--- config.mk ---
export PLATFORM = sky130hd
export DESIGN_NAME = hierarchical_bilevel_volume_decoder_core
export DESIGN_NICKNAME = d
export VERILOG_FILES = /design/src/hdl/hbvd_pkg.sv /design/src/hdl/hbvd_ram.sv /design/src/hdl/hierarchical_bilevel_volume_decoder_core.sv
export SDC_FILE = /design/constraint.sdc
export NUM_CORES = 1
export LEC_CHECK = 0
export BUFFER_PORTS_ARGS = -buffer_cell sky130_fd_sc_hd__buf_2
export CAP_MARGIN = 20
export CELL_PAD_IN_SITES_DETAIL_PLACEMENT = 0
export CELL_PAD_IN_SITES_GLOBAL_PLACEMENT = 1
export CORE_ASPECT_RATIO = 1.25
export CORE_MARGIN = 1.5
export CORE_UTILIZATION = 55
export DETAILED_ROUTE_END_ITERATION = 6
export MAX_ROUTING_LAYER = met4
export PLACE_DENSITY_LB_ADDON = 0.1
export SYNTH_ARGS = -nofsm -noshare
export SYNTH_HDL_FRONTEND = slang
export SYNTH_HIERARCHICAL = 1
export SYNTH_SLANG_ARGS = --single-unit
--- constraint.sdc ---
create_clock -name i_clk -period 13.65 [get_ports i_clk]
set_clock_uncertainty 0.2 [all_clocks]
set_input_delay 2.0475 -clock i_clk [delete_from_list [all_inputs] [get_ports i_clk]]
set_output_delay 2.0475 -clock i_clk [all_outputs]
set_load 0.005 [all_outputs]
--- src/hdl/hbvd_pkg.sv ---
// package for the bilevel volume decoder: sizes, axis and phase codes
// no dependencies
`timescale 1ns / 1ps
package hbvd_pkg;
    localparam int ROW_BITS = 8;
    localparam int COL_BITS = 8;
    localparam int FRAME_BITS = 4;
    localparam int STACK_DEPTH = ROW_BITS + COL_BITS + FRAME_BITS;
    localparam int LVL_W = $clog2(STACK_DEPTH + 1);
    localparam int ADDR_W = $clog2(STACK_DEPTH);
    localparam int ENT_W = 5;
    localparam logic [1:0] AX_ROW = 2'd0;
    localparam logic [1:0] AX_COL = 2'd1;
    localparam logic [1:0] AX_FRAME = 2'd2;
    localparam logic [2:0] IDX_ROWS = 3'd0;
    localparam logic [2:0] IDX_COLS = 3'd1;
    localparam logic [2:0] IDX_FRAMES = 3'd2;
    localparam logic [2:0] IDX_V1 = 3'd3;
    localparam logic [2:0] IDX_V0 = 3'd4;
    typedef enum logic [2:0] {
        PH_FLAG, PH_COLOUR, PH_AXIS1, PH_AXIS2, PH_PEEK
    } t_phase;
    typedef enum logic [2:0] {
        S_IDLE, S_READ, S_POP, S_OUT
    } t_state;
endpackage

--- src/hdl/hbvd_ram.sv ---
// generic single-port synchronous ram, registered read
// no dependencies
`timescale 1ns / 1ps
module hbvd_ram #(
    parameter int WIDTH = 8,
    parameter int DEPTH = 16
) (
    input  logic                     i_clk,
    input  logic                     i_we,
    input  logic [$clog2(DEPTH)-1:0] i_addr,
    input  logic [WIDTH-1:0]         i_wdata,
    output logic [WIDTH-1:0]         o_rdata
);
    logic [WIDTH-1:0] r_mem [DEPTH];
    always_ff @(posedge i_clk) begin
        if (i_we) r_mem[i_addr] <= i_wdata;
        o_rdata <= r_mem[i_addr];
    end
endmodule

--- src/hdl/hierarchical_bilevel_volume_decoder_core.sv ---
// bilevel volume tree decoder top level
// depends on hbvd_pkg and hbvd_ram
//
// input channel i_code_bit/i_byte_end with i_valid/o_ready, one code bit per
// transaction, msb of each byte first. output channel o_valid/i_ready carries
// one box fill per transaction. configuration is a plain write port.
// a bit that pushes a level or only changes phase leaves the block in S_IDLE,
// so it is ready again on the next cycle. a bit that completes a region goes
// from its accept through S_READ (stack read) and S_POP (update) for each
// stack level visited (every popped level, the level that turns to its second
// half, and that level once more when its second half is an implicit pixel),
// through S_READ once more when the tree ends, and through S_OUT for each box
// while the receiver takes it. up to two boxes per bit; ready drops until the
// boxes are taken, so a stalled receiver stalls the input. after reset the
// block expects a colour bit at size 1x1x1 and default fill bytes; no clearing
// pass is needed since each stack level is written before it is read.
`timescale 1ns / 1ps
module hierarchical_bilevel_volume_decoder_core (
    input  logic       i_clk,
    input  logic       i_rst_n,
    input  logic       i_valid,
    output logic       o_ready,
    input  logic       i_code_bit,
    input  logic       i_byte_end,
    output logic       o_valid,
    input  logic       i_ready,
    output logic [7:0] o_box_row,
    output logic [7:0] o_box_col,
    output logic [3:0] o_box_frame,
    output logic [3:0] o_box_rows_log2,
    output logic [3:0] o_box_cols_log2,
    output logic [2:0] o_box_frames_log2,
    output logic [7:0] o_pixel_value,
    output logic       o_tree_done,
    input  logic       i_cfg_we,
    input  logic [2:0] i_cfg_index,
    input  logic [7:0] i_cfg_data
);
    import hbvd_pkg::*;

    logic [3:0] r_rows, r_cols;
    logic [2:0] r_frames;
    logic [7:0] r_v1, r_v0;
    t_state r_st, n_st;
    t_phase r_ph, n_ph;
    logic [LVL_W-1:0] r_lvl, n_lvl;
    logic [ROW_BITS-1:0] r_row, n_row;
    logic [COL_BITS-1:0] r_col, n_col;
    logic [FRAME_BITS-1:0] r_frm, n_frm;
    logic [3:0] r_sr, n_sr, r_sc, n_sc;
    logic [2:0] r_sf, n_sf;
    logic r_skip, n_skip;
    logic r_be, n_be;
    logic r_uni, n_uni, r_col1, n_col1;
    logic [7:0] r_orow [2], r_ocol [2];
    logic [3:0] r_ofrm [2], r_osr [2], r_osc [2];
    logic [2:0] r_osf [2];
    logic [7:0] r_oval [2];
    logic [1:0] r_n, n_n;
    logic r_oi, n_oi;
    logic r_done, n_done;
    logic       ram_we;
    logic [ADDR_W-1:0] ram_addr;
    logic [ENT_W-1:0] ram_wd, ram_rd;
    logic e_emit0, e_emit1;
    logic e_c0, e_c1;
    logic pix;

    hbvd_ram #(.WIDTH(ENT_W), .DEPTH(STACK_DEPTH)) u_stack (
        .i_clk(i_clk), .i_we(ram_we), .i_addr(ram_addr),
        .i_wdata(ram_wd), .o_rdata(ram_rd)
    );

    // stack entry: {axis[1:0], second, first_uniform, first_colour}
    function automatic logic [3:0] clamp4(input logic [3:0] v, input int hi);
        clamp4 = (int'(v) > hi) ? 4'(hi) : v;
    endfunction

    logic [3:0] cl_r, cl_c, cl_f;
    assign cl_r = clamp4(r_rows, ROW_BITS);
    assign cl_c = clamp4(r_cols, COL_BITS);
    assign cl_f = clamp4({1'b0, r_frames}, FRAME_BITS);

    assign o_ready = (r_st == S_IDLE);
    assign o_valid = (r_st == S_OUT);
    assign o_box_row = r_orow[r_oi];
    assign o_box_col = r_ocol[r_oi];
    assign o_box_frame = r_ofrm[r_oi];
    assign o_box_rows_log2 = r_osr[r_oi];
    assign o_box_cols_log2 = r_osc[r_oi];
    assign o_box_frames_log2 = r_osf[r_oi];
    assign o_pixel_value = r_oval[r_oi];
    assign o_tree_done = r_done && ((r_n == 2'd1) || r_oi);

    always_comb begin
        logic [1:0] ax;
        logic [3:0] sz;
        logic [2:0] dirs;
        logic cut;
        logic [1:0] cax;
        logic [ENT_W-1:0] e;
        logic [11:0] step;
        n_st = r_st; n_ph = r_ph; n_lvl = r_lvl;
        n_row = r_row; n_col = r_col; n_frm = r_frm;
        n_sr = r_sr; n_sc = r_sc; n_sf = r_sf; n_skip = r_skip;
        n_be = r_be; n_uni = r_uni; n_col1 = r_col1;
        n_n = r_n; n_oi = r_oi; n_done = r_done;
        ram_we = 1'b0; ram_addr = ADDR_W'(r_lvl - 1'b1); ram_wd = '0;
        e_emit0 = 1'b0; e_emit1 = 1'b0; e_c0 = 1'b0; e_c1 = 1'b0;
        cut = 1'b0; cax = AX_ROW; e = ram_rd; ax = AX_ROW; sz = '0; step = '0;
        pix = (r_sr == 0) && (r_sc == 0) && (r_sf == 0);
        dirs = 3'(r_sr != 0) + 3'(r_sc != 0) + 3'(r_sf != 0);
        case (r_st)
            S_IDLE: begin
                if (i_valid) begin
                    n_be = i_byte_end;
                    n_n = 2'd0; n_oi = 1'b0; n_done = 1'b0;
                    if (r_skip) begin
                        if (i_byte_end) n_skip = 1'b0;
                    end else begin
                        case (r_ph)
                            PH_FLAG: begin
                                if (pix) begin
                                    e_emit0 = 1'b1; e_c0 = i_code_bit;
                                end else if (i_code_bit) n_ph = PH_COLOUR;
                                else if (dirs >= 2) n_ph = PH_AXIS1;
                                else begin
                                    cut = 1'b1;
                                    cax = (r_sf != 0) ? AX_FRAME :
                                          (r_sc != 0) ? AX_COL : AX_ROW;
                                end
                            end
                            PH_COLOUR: begin e_emit0 = 1'b1; e_c0 = i_code_bit; end
                            PH_AXIS1: begin
                                if (dirs == 3) begin
                                    if (i_code_bit) n_ph = PH_AXIS2;
                                    else begin cut = 1'b1; cax = AX_COL; end
                                end else begin
                                    cut = 1'b1;
                                    if (r_sf == 0) cax = i_code_bit ? AX_ROW : AX_COL;
                                    else if (r_sr == 0) cax = i_code_bit ? AX_FRAME : AX_COL;
                                    else cax = i_code_bit ? AX_FRAME : AX_ROW;
                                end
                            end
                            PH_AXIS2: begin cut = 1'b1; cax = i_code_bit ? AX_FRAME : AX_ROW; end
                            PH_PEEK: begin
                                if (i_code_bit) begin
                                    e_emit0 = 1'b1;
                                    e_c0 = (r_lvl != 0) ? ~r_col1 : 1'b1;
                                end else if (dirs >= 2) n_ph = PH_AXIS1;
                                else begin
                                    cut = 1'b1;
                                    cax = (r_sf != 0) ? AX_FRAME :
                                          (r_sc != 0) ? AX_COL : AX_ROW;
                                end
                            end
                            default: n_ph = PH_FLAG;
                        endcase
                        if (cut) begin
                            n_ph = PH_FLAG;
                            sz = (cax == AX_ROW) ? r_sr : (cax == AX_COL) ? r_sc : 4'(r_sf);
                            if (sz != 0 && r_lvl < LVL_W'(STACK_DEPTH)) begin
                                ram_we = 1'b1; ram_addr = ADDR_W'(r_lvl);
                                ram_wd = {cax, 3'b000};
                                if (cax == AX_ROW) n_sr = r_sr - 1'b1;
                                else if (cax == AX_COL) n_sc = r_sc - 1'b1;
                                else n_sf = r_sf - 3'd1;
                                n_lvl = r_lvl + 1'b1;
                            end
                        end
                        if (e_emit0) begin
                            n_uni = 1'b1; n_col1 = e_c0; n_n = 2'd1;
                            n_st = S_READ;
                        end
                    end
                end
            end
            S_READ: begin
                // issue stack read of top level (addr defaults to lvl-1)
                if (r_lvl == 0) begin
                    n_done = 1'b1; n_skip = ~r_be;
                    n_lvl = '0; n_ph = PH_FLAG;
                    n_sr = cl_r; n_sc = cl_c; n_sf = 3'(cl_f);
                    n_row = '0; n_col = '0; n_frm = '0;
                    n_st = S_OUT;
                end else n_st = S_POP;
            end
            S_POP: begin
                ax = (e[4:3] > AX_FRAME) ? AX_FRAME : e[4:3];
                sz = (ax == AX_ROW) ? r_sr : (ax == AX_COL) ? r_sc : 4'(r_sf);
                step = 12'd1 << sz;
                if (!e[2]) begin
                    ram_we = 1'b1;
                    ram_wd = {e[4:3], 1'b1, r_uni, r_col1};
                    if (ax == AX_ROW) n_row = r_row + ROW_BITS'(step);
                    else if (ax == AX_COL) n_col = r_col + COL_BITS'(step);
                    else n_frm = r_frm + FRAME_BITS'(step);
                    if (pix && r_n == 2'd1) begin
                        e_emit1 = 1'b1; e_c1 = ~r_col1;
                        n_col1 = ~r_col1; n_uni = 1'b1; n_n = 2'd2;
                        n_st = S_READ;
                    end else begin
                        n_ph = r_uni ? PH_PEEK : PH_FLAG;
                        n_st = (r_n != 0) ? S_OUT : S_IDLE;
                    end
                end else begin
                    if (ax == AX_ROW) begin n_row = r_row - ROW_BITS'(step); n_sr = r_sr + 1'b1; end
                    else if (ax == AX_COL) begin n_col = r_col - COL_BITS'(step); n_sc = r_sc + 1'b1; end
                    else begin n_frm = r_frm - FRAME_BITS'(step); n_sf = r_sf + 3'd1; end
                    n_lvl = r_lvl - 1'b1;
                    n_uni = 1'b0; n_col1 = 1'b0;
                    n_st = S_READ;
                end
            end
            S_OUT: begin
                if (i_ready) begin
                    if (r_oi == 1'b0 && r_n == 2'd2) n_oi = 1'b1;
                    else n_st = S_IDLE;
                end
            end
            default: n_st = S_IDLE;
        endcase
        // a size write restarts the tree at the new size
        if (i_cfg_we && (i_cfg_index inside {IDX_ROWS, IDX_COLS, IDX_FRAMES})) begin
            n_sr = clamp4((i_cfg_index == IDX_ROWS) ? i_cfg_data[3:0] : r_rows, ROW_BITS);
            n_sc = clamp4((i_cfg_index == IDX_COLS) ? i_cfg_data[3:0] : r_cols, COL_BITS);
            n_sf = 3'(clamp4({1'b0, (i_cfg_index == IDX_FRAMES) ?
                              i_cfg_data[2:0] : r_frames}, FRAME_BITS));
            n_row = '0; n_col = '0; n_frm = '0;
            n_lvl = '0; n_ph = PH_FLAG; n_skip = 1'b0;
        end
    end

    // box capture uses the current position, or the advanced one for an implicit second-half pixel
    logic cap_slot;
    assign cap_slot = e_emit1;

    always_ff @(posedge i_clk) begin
        if (e_emit0 || e_emit1) begin
            r_orow[cap_slot] <= 8'(e_emit1 ? n_row : r_row);
            r_ocol[cap_slot] <= 8'(e_emit1 ? n_col : r_col);
            r_ofrm[cap_slot] <= 4'(e_emit1 ? n_frm : r_frm);
            r_osr[cap_slot] <= r_sr;
            r_osc[cap_slot] <= r_sc;
            r_osf[cap_slot] <= r_sf;
            r_oval[cap_slot] <= (e_emit1 ? e_c1 : e_c0) ? r_v1 : r_v0;
        end
    end

    always_ff @(posedge i_clk) begin
        if (!i_rst_n) begin
            r_rows <= '0; r_cols <= '0; r_frames <= '0;
            r_v1 <= 8'd0; r_v0 <= 8'd255;
            r_st <= S_IDLE; r_ph <= PH_FLAG; r_lvl <= '0;
            r_row <= '0; r_col <= '0; r_frm <= '0;
            r_sr <= '0; r_sc <= '0; r_sf <= '0; r_skip <= 1'b0;
            r_be <= 1'b0; r_uni <= 1'b0; r_col1 <= 1'b0;
            r_n <= '0; r_oi <= 1'b0; r_done <= 1'b0;
        end else begin
            r_st <= n_st; r_ph <= n_ph; r_lvl <= n_lvl;
            r_row <= n_row; r_col <= n_col; r_frm <= n_frm;
            r_sr <= n_sr; r_sc <= n_sc; r_sf <= n_sf; r_skip <= n_skip;
            r_be <= n_be; r_uni <= n_uni; r_col1 <= n_col1;
            r_n <= n_n; r_oi <= n_oi; r_done <= n_done;
            if (i_cfg_we) begin
                case (i_cfg_index)
                    IDX_ROWS: r_rows <= i_cfg_data[3:0];
                    IDX_COLS: r_cols <= i_cfg_data[3:0];
                    IDX_FRAMES: r_frames <= i_cfg_data[2:0];
                    IDX_V1: r_v1 <= i_cfg_data;
                    IDX_V0: r_v0 <= i_cfg_data;
                    default: ;
                endcase
            end
        end
    end
endmodule

==> results of run 1 <==
-- state kept, by name (all words and copies together) (netlist names), 5 cells and up, named ones only --
register / count
r_osf: 6
r_row: 8
r_lvl: 5
r_osc: 8
r_v1: 8
r_ocol: 16
u_stack/r_mem: 60
r_orow: 16
r_ofrm: 8
r_col: 8
r_v0: 8
r_osr: 8
r_oval: 16
-- layout make-up --
type	instances	share of cell area, %
Sequential cell	218	43.7
Multi-Input combinational cell	813	43.7
Clock buffer	32	4.78
Timing Repair Buffer	73	3.04
Tap cell	274	2.61
Inverter	45	1.28
Clock inverter	8	0.913
-- tightest hold or removal path, cell delays in order, from the launching register on --
cell and delay, ns:
dfxtp_1 0.31, inv_1 0.05, a21oi_1 0.05
-- cells in the final DEF (no fill, tap or decap), types with 17 or more instances in the layout --
cell / instances
inv_1: 43
buf_2: 59
mux2i_1: 51
nor2_1: 84
xnor2_1: 20
dfxtp_1: 79
ha_1: 47
o21ai_1: 18
o21ai_0: 41
nand2b_1: 17
nand2_1: 113
nor2b_1: 35
edfxtp_1: 138
a21oi_1: 63
nand3_1: 27
mux2_2: 40
clkbuf_16: 23
-- through the flow --
step | utilization [%] | total power, mW | instance area (um2)
6_report | 62.5 | 2.73 | 13200
5_1_grt | 62.5 | 2.92 | 13200
4_1_cts | 62.5 | 2.74 | 13100
3_5_place_dp | 58.9 | 2.11 | 12400
3_3_place_gp | 58.9 | 2.09 | 12400
2_1_floorplan | - | 1.82 | 11900
-- worst paths after layout --
path | end | slack [ns] | cells past startpoint
max | u_stack/r_mem[19][2]$_DFFE_PP_ | 8.28 | 9
min | r_uni$_SDFFE_PN0P_ | 0.25 | 2
max reg2reg | u_stack/r_mem[19][2]$_DFFE_PP_ | 8.28 | 9
min reg2reg | r_uni$_SDFFE_PN0P_ | 0.25 | 2
-- report_power, final --
part           internal (mW)  switching, mW
registers              0.795         0.0701
logic                  0.517          0.727
clock network          0.377          0.246
total                   1.69           1.04
-- per-layer routing --
| metal | vias up | wire length [um] |
|---|---|---|
| met4 | 0 | 539 |
| met1 | 4154 | 12200 |
| met5 | - | 0 |
| met2 | 216 | 13500 |
| li1 | 4217 | - |
| met3 | 35 | 1260 |
==> results_dict.tcl, run 1 <==
set metrics [dict create \
    outcome "complete, no violations" \
    finalNonFillerCells 1463 \
    hold_viol_final 0 \
    die_x_um 134 \
    ff_latch_area_um2 5750 \
    arrival_ns 5.35 \
    rows 59 \
    min_period_over_period_pct 39.3 \
    core_area_um2 21000 \
    hp-start "r_uni$_SDFFE_PN0P_" \
    drive_gt1_share_pct 15.6 \
    r2r_start "r_sr[0]$_SDFFE_PN0P_" \
    diodes 0 \
    synth_cells 1132 \
    met2_usage_pct 42.8 \
    worst_slew_pin_slew_ns 1.05 \
    n_fill_cell 1757 \
    p_leak_nw 4.96 \
    setup_slack_ns 8.28 \
    numCtsBuffers 22 \
    via_per_inst 5.89 \
    synth.cell_area_um2 11900 \
    cp-end-kind "register" \
    dp_cells 1422 \
    setup_viol 0 \
    tritoncts "done" \
    overflow 0 \
    multi_input_area_um2 5750 \
    drtIter0Drc 439 \
    wl_per_cell_um 18.7 \
    syn_to_final_growth_pct 10.7 \
    cts_setup_buffers 0 \
    postRouteAntennaNets 0 \
    hpwlAfterDp_um 19000 \
    yosys_warnings 6 \
    grt_use_total_pct 25.5 \
    path_buf_inv 0 \
    cts_max_level 1 \
    grt_pass1_vias 8348 \
    worstSetupPathType "reg2reg" \
    cp_data_required_time_ns 13.64 \
    ir_drop_mv 0.149 \
    slew_violations 0 \
    avgSynthCellArea_um2 10.5 \
    layout.nets 1248 \
    clk_pin_slew_worst_paths_ns 0.06 \
    num_vias 8622 \
    antenna_found_initial 0 \
    grt_max_degree 56 \
    tns_ns 0 \
    hold_buffers 0 \
    io_buffers 59 \
    cts.sinks 218 \
    crit_fanout 30 \
    start_util_pct 56.5 \
    cts_buffer_depth 3 \
    startpoint_type "register" \
    rsz0062_at_grt "false" \
    met3_usage_pct 2.72 \
    synth.net_count 1207 \
    slew_headroom_pct 29.6 \
    drt_wl_total_um 27400 \
    routabilityCongestion 0.898 \
    pre_cts_slack_ns 7.85 \
    dieHeight_um 167 \
    min-delay-path-class "reg2reg" \
    clkLatencyLatePin_ns 0.51 \
    use_met1_pct 33.2 \
    cp_slowest_stage_delay_ns 0.95 \
    crit_chain "or4_1, fa_1, nor4_1, o41ai_2, a21oi_1, nand3_1, a21oi_4, nand3_1, nor2_1" \
    powerDensity_nw_per_um2 208 \
    die-area_um2 22500 \
    drc 0 \
    fmax_ghz 0.186 \
    drv_cap 0 \
    cts-resized-gates 0 \
    whs_ns 0.251 \
    busiest_layer "met2" \
    crit_top_cell "nand3_1" \
    min_period_ns 5.37 \
    grt_pass1_wl_um 44000 \
    ioPinCount 60 \
    root_buffer "clkbuf_16" \
    drt_first_pass_iters 5 \
    cp-startpoint "r_sr[0]$_SDFFE_PN0P_" \
    critPathSlowestCell "a21oi_4" \
    path_delay_family "simple AND/OR/NAND/NOR gates" \
]
No activity file was read; power rests on OpenSTA's default activity.
==> run 2, diff against run 1 <==
--- a/config.mk
+++ b/config.mk
@@ -11,7 +11,7 @@
 export CELL_PAD_IN_SITES_GLOBAL_PLACEMENT = 1
 export CORE_ASPECT_RATIO = 1.25
 export CORE_MARGIN = 1.5
-export CORE_UTILIZATION = 55
+export CORE_UTILIZATION = 46
 export DETAILED_ROUTE_END_ITERATION = 6
 export MAX_ROUTING_LAYER = met4
 export PLACE_DENSITY_LB_ADDON = 0.1
==> constraint.sdc (replaced) <==
create_clock -name i_clk -period 4.6 [get_ports i_clk]
set_clock_uncertainty 0.2 [all_clocks]
set_input_delay 0.69 -clock i_clk [delete_from_list [all_inputs] [get_ports i_clk]]
set_output_delay 0.69 -clock i_clk [all_outputs]
set_load 0.005 [all_outputs]
==> run 2 against run 1 <==
Effect of this change:
- global-route usage fell by 2.7 points
- register-to-register slack got worse by 8.1 ns
- critical path type unchanged
- largest cell class is now multi-input combinational cells
- critical path depth up 4
==> results_dict.tcl, run 2 (synthesized netlist as in run 1, its figures left out) <==
set metrics [dict create \
    outcome "complete, no violations" \
    grt_pass1_wl_um 46900 \
    worst_hold_path.num_cells 3 \
    root_buffer "clkbuf_16" \
    wl_per_cell_um 18.8 \
    hold_viol_final 0 \
    largest_register "u_stack/r_mem" \
    routabilityCongestion 0.858 \
    num_vias 8660 \
    cts_max_level 1 \
    drt_first_pass_iters 6 \
    pre_cts_slack_ns -0.0223 \
    setup_slack_ns 0.207 \
    antenna_found_initial 0 \
    placed_cell_area_um2 12800 \
    final_area_um2 13600 \
    dieHeight_um 183 \
    grt_use_total_pct 22.8 \
    layout.nets 1290 \
    worst_slew_pin_slew_ns 1.03 \
    startpoint_type "register" \
    drtIter0Drc 526 \
    arrival_ns 4.56 \
    path_delay_family "simple AND/OR/NAND/NOR gates" \
    syn_to_final_growth_pct 14.4 \
    min-delay-path-class "in2reg" \
    powerDensity_nw_per_um2 622 \
    utilization_pct 53.7 \
    drive_gt1_share_pct 19.5 \
    setup_viol 0 \
    ioPinCount 60 \
    start_util_pct 47.0 \
    core_area_um2 25300 \
    slew_violations 0 \
    fmax_ghz 0.228 \
    path_buf_inv 2 \
    critPathSlowestCell "or4_1" \
    grt_max_degree 55 \
    largest_register_ffs 60 \
    drc 0 \
    die_x_um 147 \
    final_cell_mix "138 x edfxtp_1, 113 x nand2_1, 79 x nor2_1, 79 x dfxtp_1, 63 x a21oi_1" \
    reg2regPathDepth 13 \
    postRouteAntennaNets 0 \
    clkLatencyLatePin_ns 0.51 \
    cp_slowest_stage_delay_ns 0.59 \
    via_per_inst 5.53 \
    worstSetupPathType "reg2reg" \
    p_leak_nw 5.16 \
    diodes 0 \
    tritoncts "done" \
    drv_cap 0 \
    crit_fanout 7 \
    grt_pass1_vias 8482 \
    cp_data_required_time_ns 4.77 \
    cts_buffer_depth 3 \
    final_common_cell "edfxtp_1" \
    numCtsBuffers 23 \
    drt_wl_total_um 29400 \
    cts.sinks 218 \
    hpwlAfterDp_um 20800 \
    die-area_um2 26800 \
    min_period_ns 4.39 \
    clk_pin_slew_worst_paths_ns 0.06 \
    min_period_over_period_pct 95.5 \
    rsz0062_at_grt "false" \
    slew_headroom_pct 31.3 \
    cp-end-kind "register" \
    ff_latch_area_um2 5750 \
    ir_drop_mv 0.397 \
    rows 65 \
    n_fill_cell 2286 \
    multi_input_area_um2 5810 \
    whs_ns 0.208 \
    overflow 0 \
    cp_num_cells 13 \
    io_buffers 59 \
    crit_chain "or4_1, fa_1, or4_1, o21ai_0, a32oi_1, o21ai_1, nand3_2, buf_4, a21oi_4, buf_4, mux4_1, a2111oi_1, o21ai_0" \
]
[run 2: cell count changes in the layout (fill, tap and decap cells not counted), sizes merged]
cell / previous run / this run
clkinvlp: 1 / 2
bufinv: 3 / 1
buf: 73 / 114
clkbuf: 32 / 33
clkinv: 4 / 5
[run 2: through the flow]
stage	power, mW	setup TNS (ns)	instances
after floorplan	5.39	0	1132
after CTS	8.41	0	1560
after global placement	6.56	0	1519
after detailed placement	6.58	-0.0223	1519
final	8.45	0	1566
after global routing	9.04	0	1566
[run 2: final cells by class]
class	count	area share (%)
Clock buffer	33	4.80
Timing Repair Buffer	114	5.30
Multi-Input combinational cell	813	42.8
Inverter	45	1.24
Sequential cell	218	42.3
Clock inverter	8	0.534
Tap cell	335	3.08
[run 2: worst reg2reg max path, delay by kind of cell (launching register included)]
kind,cells,cell delay [ns]
compound gates,6,1.32
fa+ha+maj,1,0.47
buf+inv,2,0.36
flops,1,0.30
mux,1,0.27
simple gates,3,1.32
[run 2: final timing paths]
check | end | slack (ns) | from
max | u_stack/o_rdata[4]$_DFF_P_ | 0.21 | r_sc[3]$_SDFFE_PN0P_
min | r_v0[5]$_SDFFE_PN1P_ | 0.21 | i_cfg_data[5]
max reg2reg | u_stack/o_rdata[4]$_DFF_P_ | 0.21 | r_sc[3]$_SDFFE_PN0P_
min reg2reg | r_uni$_SDFFE_PN0P_ | 0.26 | r_uni$_SDFFE_PN0P_
[run 2: report_power, final]
group          switching [mW]  internal [mW]  total, mW
clock                   0.735           1.04       1.78
combinational            2.38           1.81       4.19
sequential              0.125           2.36       2.48
[run 2: routing by layer]
layer  GRT usage, %  wire length (um)  up-vias
li1               -                 -     4301
met1           29.0             13200     4137
met2           37.6             14200      167
met3           2.78              1090       55
met4           7.64               918        0
met5              -                 0        -
[run 2: timing repair]
action / CTS / global route
gates resized for setup: 3 / 11
cloned: 0 / 0
pin swaps: 0 / 2
hold buffers: 0 / 0
endpoints found under the setup margin: 10 / 63
setup buffers: 0 / 6
==> run 3, diff against run 2 <==
--- a/config.mk
+++ b/config.mk
@@ -13,8 +13,10 @@
 export CORE_MARGIN = 1.5
 export CORE_UTILIZATION = 46
 export DETAILED_ROUTE_END_ITERATION = 6
+export GPL_ROUTABILITY_DRIVEN = 0
 export MAX_ROUTING_LAYER = met4
 export PLACE_DENSITY_LB_ADDON = 0.1
+export RECOVER_POWER = 25
 export SYNTH_ARGS = -nofsm -noshare
 export SYNTH_HDL_FRONTEND = slang
 export SYNTH_HIERARCHICAL = 1
==> run 3 against run 2 <==
Effect of this change:
- the flow now finishes with violations (max-capacitance violations, max-slew violations)
- power is 0.80% lower
- global-route usage stayed put
- sequential power hardly changed
- via count is 0.28% lower
- hold slack hardly changed
- non-clock buffer count stayed put
- final area is 0.55% lower
- register-to-register slack hardly changed
- final cell count stayed put
- critical endpoint unchanged
- highest routed layer unchanged
==> results_dict.tcl, run 3 (synthesized netlist as in run 1, its figures left out) <==
set metrics [dict create \
    outcome "finished, violations left" \
    violations "max-capacitance violations, max-slew violations" \
    fmax_ghz 0.228 \
    start_util_pct 47.0 \
    min-delay-path-class "in2reg" \
    powerDensity_nw_per_um2 620 \
    worstSetupPathType "reg2reg" \
    critPathSlowestCell "or4_1" \
    finalNonFillerCells 1566 \
    postRouteAntennaNets 0 \
    cp_data_required_time_ns 4.77 \
    worst_slew_pin_slew_ns 1.91 \
    clkLatencyLatePin_ns 0.51 \
    final_cell_mix "138 x edfxtp_1, 113 x nand2_1, 80 x dfxtp_1" \
    cp_num_cells 13 \
    clk_pin_slew_worst_paths_ns 0.06 \
    io_buffers 59 \
    cts_max_level 1 \
    root_buffer "clkbuf_16" \
    hpwlAfterDp_um 20800 \
    arrival_ns 4.56 \
    grt_use_total_pct 22.8 \
    crit_fanout 7 \
    rsz0062_at_grt "false" \
    grt_pass1_vias 8482 \
    startpoint_type "register" \
    overflow 0 \
    tritoncts "done" \
    drive_gt1_share_pct 17.5 \
    core_area_um2 25300 \
    diodes 0 \
    grt_max_degree 55 \
    dieHeight_um 183 \
    endpoint "u_stack/o_rdata[4]$_DFF_P_" \
    placed_cell_area_um2 12800 \
    drc 0 \
    numCtsBuffers 23 \
    min_period_over_period_pct 95.5 \
    drt_first_pass_iters 5 \
    drv_cap 1 \
    cp-end-kind "register" \
    path_delay_family "simple AND/OR/NAND/NOR gates" \
    largest_register_ffs 60 \
    setup_viol 0 \
    num_vias 8636 \
    ioPinCount 60 \
    dp_cells 1519 \
    final_area_um2 13500 \
    slew_violations 40 \
    reg2regPathDepth 13 \
    rr_endpoint "u_stack/o_rdata[4]$_DFF_P_" \
    n_fill_cell 2301 \
    hold_viol_final 0 \
    min_period_ns 4.39 \
    drt_wl_total_um 29500 \
    cp-startpoint "r_sc[3]$_SDFFE_PN0P_" \
    tns_ns 0 \
    antenna_found_initial 0 \
    ir_drop_mv 0.397 \
    hold_buffers 0 \
    slew_headroom_pct -27.6 \
    rows 65 \
    largest_register "u_stack/r_mem" \
    p_leak_nw 5.08 \
    cp_slowest_stage_delay_ns 0.59 \
    path_buf_inv 2 \
    cts.sinks 218 \
    r2r_setup_slack_ns 0.21 \
    die_x_um 147 \
    syn_to_final_growth_pct 13.8 \
    grt_pass1_wl_um 46900 \
    die-area_um2 26800 \
    wl_per_cell_um 18.8 \
    power_mw 8.39 \
    via_per_inst 5.51 \
    drtIter0Drc 494 \
    cts_buffer_depth 3 \
    final_common_cell "edfxtp_1" \
    r2r_start "r_sc[3]$_SDFFE_PN0P_" \
    crit_chain "or4_1, fa_1, or4_1, o21ai_0, a32oi_1, o21ai_1, nand3_2, buf_4, a21oi_4, buf_4, mux4_1, a2111oi_1, o21ai_0" \
    layout.nets 1290 \
]
==> run 3: metrics by stage <==
stage                     hold WS (ns)  utilization [%]  worst slack (ns)
after global routing             0.225             53.4           0.00900
after detailed placement         0.256             50.5           -0.0223
final                            0.207             53.4             0.206
after global placement           0.247             50.5            0.0837
after floorplan                  0.223                -           0.00284
after CTS                        0.183             53.4            0.0315
==> run 3: area by class of cell <==
| type | count | area [um2] | share of cell area [%] |
|---|---|---|---|
| Sequential cell | 218 | 5750 | 42.5 |
| Multi-Input combinational cell | 813 | 5800 | 42.9 |
| Timing Repair Buffer | 114 | 659 | 4.88 |
| Tap cell | 335 | 419 | 3.10 |
| Clock inverter | 8 | 72.6 | 0.537 |
| Inverter | 45 | 169 | 1.25 |
| Clock buffer | 33 | 653 | 4.83 |
==> run 3: worst min path at each step <==
stage | from | end | slack (ns) | cells after the start
floorplan | r_uni$_SDFFE_PN0P_ | r_uni$_SDFFE_PN0P_ | 0.22 | 2
global placement | r_uni$_SDFFE_PN0P_ | r_uni$_SDFFE_PN0P_ | 0.25 | 2
detailed placement | r_uni$_SDFFE_PN0P_ | r_uni$_SDFFE_PN0P_ | 0.26 | 2
CTS | i_cfg_data[5] | r_v0[5]$_SDFFE_PN1P_ | 0.18 | 3
global route | i_cfg_data[4] | r_v0[4]$_SDFFE_PN1P_ | 0.22 | 3
finish | i_cfg_data[5] | r_v0[5]$_SDFFE_PN1P_ | 0.21 | 3
==> run 3: worst register-to-register path, cell delays in order, from the launching register on <==
cell and delay, ns:
dfxtp_1 0.30, or4_1 0.59, fa_1 0.48, or4_1 0.53
o21ai_0 0.14, a32oi_1 0.11, o21ai_1 0.16, nand3_2 0.20
buf_4 0.21, a21oi_4 0.22, buf_4 0.16, mux4_1 0.27
a2111oi_1 0.52, o21ai_0 0.17
==> run 3: power by group <==
part,internal (mW),switching (mW)
Sequential,2.36,0.125
Clock,1.04,0.734
Combinational,1.75,2.37
==> run 3: layer usage <==
metal	up-vias	routed length [um]	track usage, %
li1	4295	-	-
met1	4138	13300	29.0
met2	148	14200	37.6
met3	55	1000	2.78
met4	0	923	7.64
met5	-	0	-
==> run 3: repair_timing <==
action / 4_1_cts / 5_1_grt
setup buffers: 0 / 6
resized for setup: 3 / 11
endpoints found under the setup margin: 10 / 63
cloned: 0 / 0
pin swaps: 0 / 2
